==> config.mk <==
export PLATFORM = sky130hd
export DESIGN_NAME = lhe_cfg_regs
export DESIGN_NICKNAME = d
export VERILOG_FILES = /design/src/hw/rtl/lhe_pkg.sv /design/src/hw/rtl/lhe_cfg_regs.sv
export SDC_FILE = /design/constraint.sdc
export NUM_CORES = 1
export LEC_CHECK = 0
export BUFFER_PORTS_ARGS = -buffer_cell sky130_fd_sc_hd__buf_4
export CAP_MARGIN = 20
export CORE_MARGIN = 4
export CORE_UTILIZATION = 26
export DETAILED_ROUTE_END_ITERATION = 8
export MAX_ROUTING_LAYER = met4
export PLACE_DENSITY = 0.89
export SETUP_SLACK_MARGIN = 0.15
export SYNTH_ARGS = -nofsm -noshare
export SYNTH_HDL_FRONTEND = slang
export SYNTH_SLANG_ARGS = --single-unit
==> constraint.sdc <==
create_clock -name clk_i -period 1.74 [get_ports clk_i]
set_clock_uncertainty 0.1 [all_clocks]
set_input_delay 0.348 -clock clk_i [delete_from_list [all_inputs] [get_ports clk_i]]
set_output_delay 0.348 -clock clk_i [all_outputs]
set_load 0.01 [all_outputs]
==> src/hw/rtl/lhe_pkg.sv <==
`timescale 1ns / 1ps
// ----------------------------------------------------------------------------
// lhe_pkg
// Shared types and constants for the luma histogram engine.
// ----------------------------------------------------------------------------
package lhe_pkg;

  localparam int NUM_BINS       = 256;
  localparam int BIN_IDX_W      = 8;
  localparam int OUT_W          = 32;
  localparam int COUNT_BITS_DEF = 32;
  localparam int PHASE_W        = 2;
  localparam int APB_ADDR_W     = 3;
  localparam int APB_DATA_W     = 32;

  // Register select: byte address bit 2 (registers at 0x0 and 0x4)
  localparam logic REG_PIXEL_LAYOUT = 1'b0;
  localparam logic REG_LUMA_OFFSET  = 1'b1;

  typedef enum logic [1:0] {
    OP_CLEAR = 2'd0,
    OP_ACCUM = 2'd1,
    OP_READ  = 2'd2
  } lhe_op_e;

  typedef enum logic [1:0] {
    ST_IDLE = 2'd0,
    ST_READ = 2'd1,
    ST_HOLD = 2'd2
  } lhe_state_e;

  typedef struct packed {
    logic               pixel_layout;
    logic [PHASE_W-1:0] luma_offset;
  } lhe_cfg_t;

endpackage

==> src/hw/rtl/lhe_cfg_regs.sv <==
`timescale 1ns / 1ps
// ----------------------------------------------------------------------------
// lhe_cfg_regs
// APB configuration registers: pixel layout and luma byte offset.
// ----------------------------------------------------------------------------
module lhe_cfg_regs
  import lhe_pkg::*;
(
  input  logic                  clk_i,
  input  logic                  rst_ni,
  input  logic                  psel,
  input  logic                  penable,
  input  logic                  pwrite,
  input  logic [APB_ADDR_W-1:0] paddr,
  input  logic [APB_DATA_W-1:0] pwdata,
  output logic [APB_DATA_W-1:0] prdata,
  output logic                  pready,
  output lhe_cfg_t              cfg_o
);

  lhe_cfg_t cfg_q;
  logic     wr_en;

  assign pready = 1'b1;
  assign wr_en  = psel & penable & pwrite & pready;

  always_ff @(posedge clk_i or negedge rst_ni) begin
    if (!rst_ni) begin
      cfg_q <= '0;
    end else if (wr_en) begin
      case (paddr[2])
        REG_PIXEL_LAYOUT: cfg_q.pixel_layout <= pwdata[0];
        REG_LUMA_OFFSET:  cfg_q.luma_offset  <= pwdata[PHASE_W-1:0];
        default: ;
      endcase
    end
  end

  always_comb begin
    case (paddr[2])
      REG_PIXEL_LAYOUT: prdata = {{(APB_DATA_W-1){1'b0}}, cfg_q.pixel_layout};
      REG_LUMA_OFFSET:  prdata = {{(APB_DATA_W-PHASE_W){1'b0}}, cfg_q.luma_offset};
      default:          prdata = '0;
    endcase
  end

  assign cfg_o = cfg_q;

endmodule

Yosys cells after proc, flatten, opt, wreduce, memory -nomap -nowiden
Cells that the tools add are included.

Reduce and logical (&&, ||, !) cells: 2. Bitwise operators: 3. Multiplexer cells: 1.

Operators with widths (count): $pmux 32 s2 (1); $reduce_and 2->1 (2); $and 1x1->1 (2); $not 1->1 (1).

Input port bits: 40. Output and inout bits: 36. Bits in registers: 3. Word-level logic and storage cells: 8.

Depth between registers and ports, before layout
Depth in word-level cells: 3. Gate-level depth with buffers: 2.

Worst setup path before layout
OpenSTA, ideal clock, no wires.

Path type: register to output. From: register cfg_q, in the netlist cfg_o[0]. To: output prdata[0]. Path slack: 0.598 ns. Path buffers: 0. Arrival time: 0.694 ns. Stages on the path, launching flop included: 2. Data required time: 1.292 ns. Path through: dfrtp_1 mux2_2.

Word-level cells in the longest chain between the ends: 1.

Ends and longest elaborated chain: start, declared (line lhe_cfg_regs.sv:21) `lhe_cfg_t cfg_q;`; $pmux 32 s2 (line lhe_cfg_regs.sv:40) `case (paddr[2])`; end, declared (line lhe_cfg_regs.sv:16) `output logic [APB_DATA_W-1:0] prdata,`.

No other way between the ends. The select of a mux whose other input is x is not followed.

Final worst setup path
Ends and elaborated chain as after synthesis.

==> metrics.yaml <==
power:
  vdd_drop_max_uv: 347
  combPwrFrac_pct: 35.6
  power_frac_seq_pct: 28.6
  power.switching_mw: 0.115
  clkPwrFrac_pct: 35.9
  sw_frac_of_total_pct: 33.4
  p_leak_nw: 0.237
  power.density_nw_per_um2: 852
  p_int_mw: 0.229
flow_run:
  cap_viol_max_count: 0
clock_tree:
  path_clk_slew_ns: 0.04
  cts_setup_buffers: 0
  cts_resized: 0
  insertion_delay_ns: 0.23
  cts_tree: "yes"
  cts_buffers: 3
  cts_htree_levels: 1
  cts.sinks: 3
  cts-root-buf: "clkbuf_4"
  holdBufCountCts: 1
  cts_max_path_buffers: 2
detailed_routing:
  routed_wl_um: 641
  routed_via_density: 3.19
  dr.pass1.iters: 1
  wl_per_cell_um: 8.78
  final_antenna_net_count: 0
  dr_total_vias: 233
  drc: 0
  drtIter0Drc: 0
critical_path:
  timing.rr.start: "cfg_o[2]"
  cp_max_fo: 3
  crit_path_start_kind: "flip-flop"
  required_ns: 1.29
  worstPathArrival_ns: 1.03
  cpPeakStageDelay_ns: 0.39
  crit_path_end_kind: "output pin"
  worstPathCellList: "mux2_2, buf_4"
  slowest_stage: "dfrtp_1"
  crit_start: "cfg_o[0]"
  worstSetupPathType: "flip-flop to output pin"
layout:
  syn_to_final_growth_pct: 5.56
  final_common_cell: "conb_1"
  final_cell_mix: "31 x conb_1, 12 x buf_4, 3 x mux2_2, 3 x dfrtp_1, 3 x clkbuf_4"
  layout-drive-gt1-share_pct: 32.8
  fin_util_pct: 29.9
  largest_register_ffs: 3
  nets: 99
  antenna_cells: 0
timing:
  grt_setup_unrepaired: "false"
  setup_tns_ns: 0
  fin_crit_sh_pct: 85.2
  finalHoldViolations: 0
  drv_slew: 0
  setup_viol: 0
  fmax_mhz: 675
  period_minus_slack_ns: 1.48
floorplan:
  initial_core_util_pct: 28.4
  die_w_um: 46.4
  rows: 13
  die_h_um: 46.4
  core_area_sq_um: 1350
  io_pins: 76
  fp.dieArea_sq_um: 2150
global_routing:
  grt_pass1_vias: 197
  grt_max_degree: 5
  grt_usage_pct: 5.70
  grt_pass1_wl_um: 738
  grt_antenna_before_repair: 0
  gr-total-overflow: 0
yosys:
  synth_cell_type_count: 8
  synthCells: 43
  seq_area_frac_synth_pct: 19.6
  yosys_warnings: 0
  ys_ff_latch: 3
  netlist_area_sq_um: 383
  syn_area_per_cell_sq_um: 8.90
run_status:
  status: "completed"
placed_design:
  routabilityCongestion: 0.647
  portBuffers: 12
  hpwlAfterDp_um: 574
worst_hold_path:
  hold_class: "primary input to flip-flop"
  hp-start: "pwdata[0]"
final cells by class:
cell class,count,area [sq um]
sequential,3,75.1
fill,146,946
multi-input combinational,38,184
clock buffer,4,26.3
timing repair buffer,13,100
tap,15,18.8
kinds of logic (layout without fill, tap and decap cells):
family / after synthesis / in the layout / synth area share, %
buffers and inverters: 31 / 17 / 60.8
flip-flops: 3 / 3 / 19.6
multiplexers: 4 / 4 / 11.8
other: 2 / 31 / 1.96
AND/OR/NAND/NOR: 3 / 3 / 5.88
through the flow:
| step | hold WS, ns | std cells | power (mW) | instance area, sq um | setup slack [ns] |
|---|---|---|---|---|---|
| floorplan | -0.0476 | 72 | 0.211 | 492 | 0.598 |
| global placement | 0.0376 | 68 | 0.215 | 368 | 0.393 |
| detailed placement | 0.0396 | 68 | 0.219 | 368 | 0.373 |
| global route | 0.226 | 73 | 0.372 | 404 | 0.221 |
| finish | 0.237 | 73 | 0.344 | 404 | 0.257 |
| CTS | 0.224 | 73 | 0.355 | 404 | 0.237 |
per-layer routing:
metal / up-vias / routed length [um] / GRT usage, %
li1: 103 / - / -
met1: 105 / 168 / 3.94
met2: 25 / 363 / 9.62
met3: 0 / 108 / 3.52
met4: 0 / 0 / 5.11
met5: - / 0 / -
Yosys cell counts:
| master | count | area, sq um |
|---|---|---|
| mux2_1 | 1 | 11.3 |
| mux2_2 | 3 | 33.8 |
| dfrtp_1 | 3 | 75.1 |
| nand4b_1 | 1 | 8.76 |
| buf_4 | 31 | 233 |
| and2_2 | 1 | 7.51 |
| nand4_1 | 1 | 6.26 |
| conb_1 | 2 | 7.51 |
final timing paths:
check / slack [ns] / cells after the start / endpoint
setup / recovery: 0.26 / 2 / prdata[0]
hold / removal: 0.24 / 2 / cfg_o[2]
setup reg to reg: 0.84 / 1 / cfg_o[2]
hold reg to reg: 0.43 / 1 / cfg_o[2]
max in group asynchronous: 1.11 / 2 / cfg_o[0]
min in group asynchronous: 0.34 / 2 / cfg_o[1]
power groups by stage:
stage	Combinational (mW)	Sequential (mW)	Clock [mW]
global placement	0.117	0.0982	0
detailed placement	0.121	0.0980	0
global route	0.134	0.101	0.137
CTS	0.123	0.0989	0.134
finish	0.122	0.0984	0.123
floorplan	0.108	0.103	0
worst max-delay path, delay by kind of cell (launching register included):
kind,cells,cell delay (ns)
multiplexers,1,0.27
flip-flops,1,0.39
buffers and inverters,1,0.14
Power figures use the tool's default switching activity.
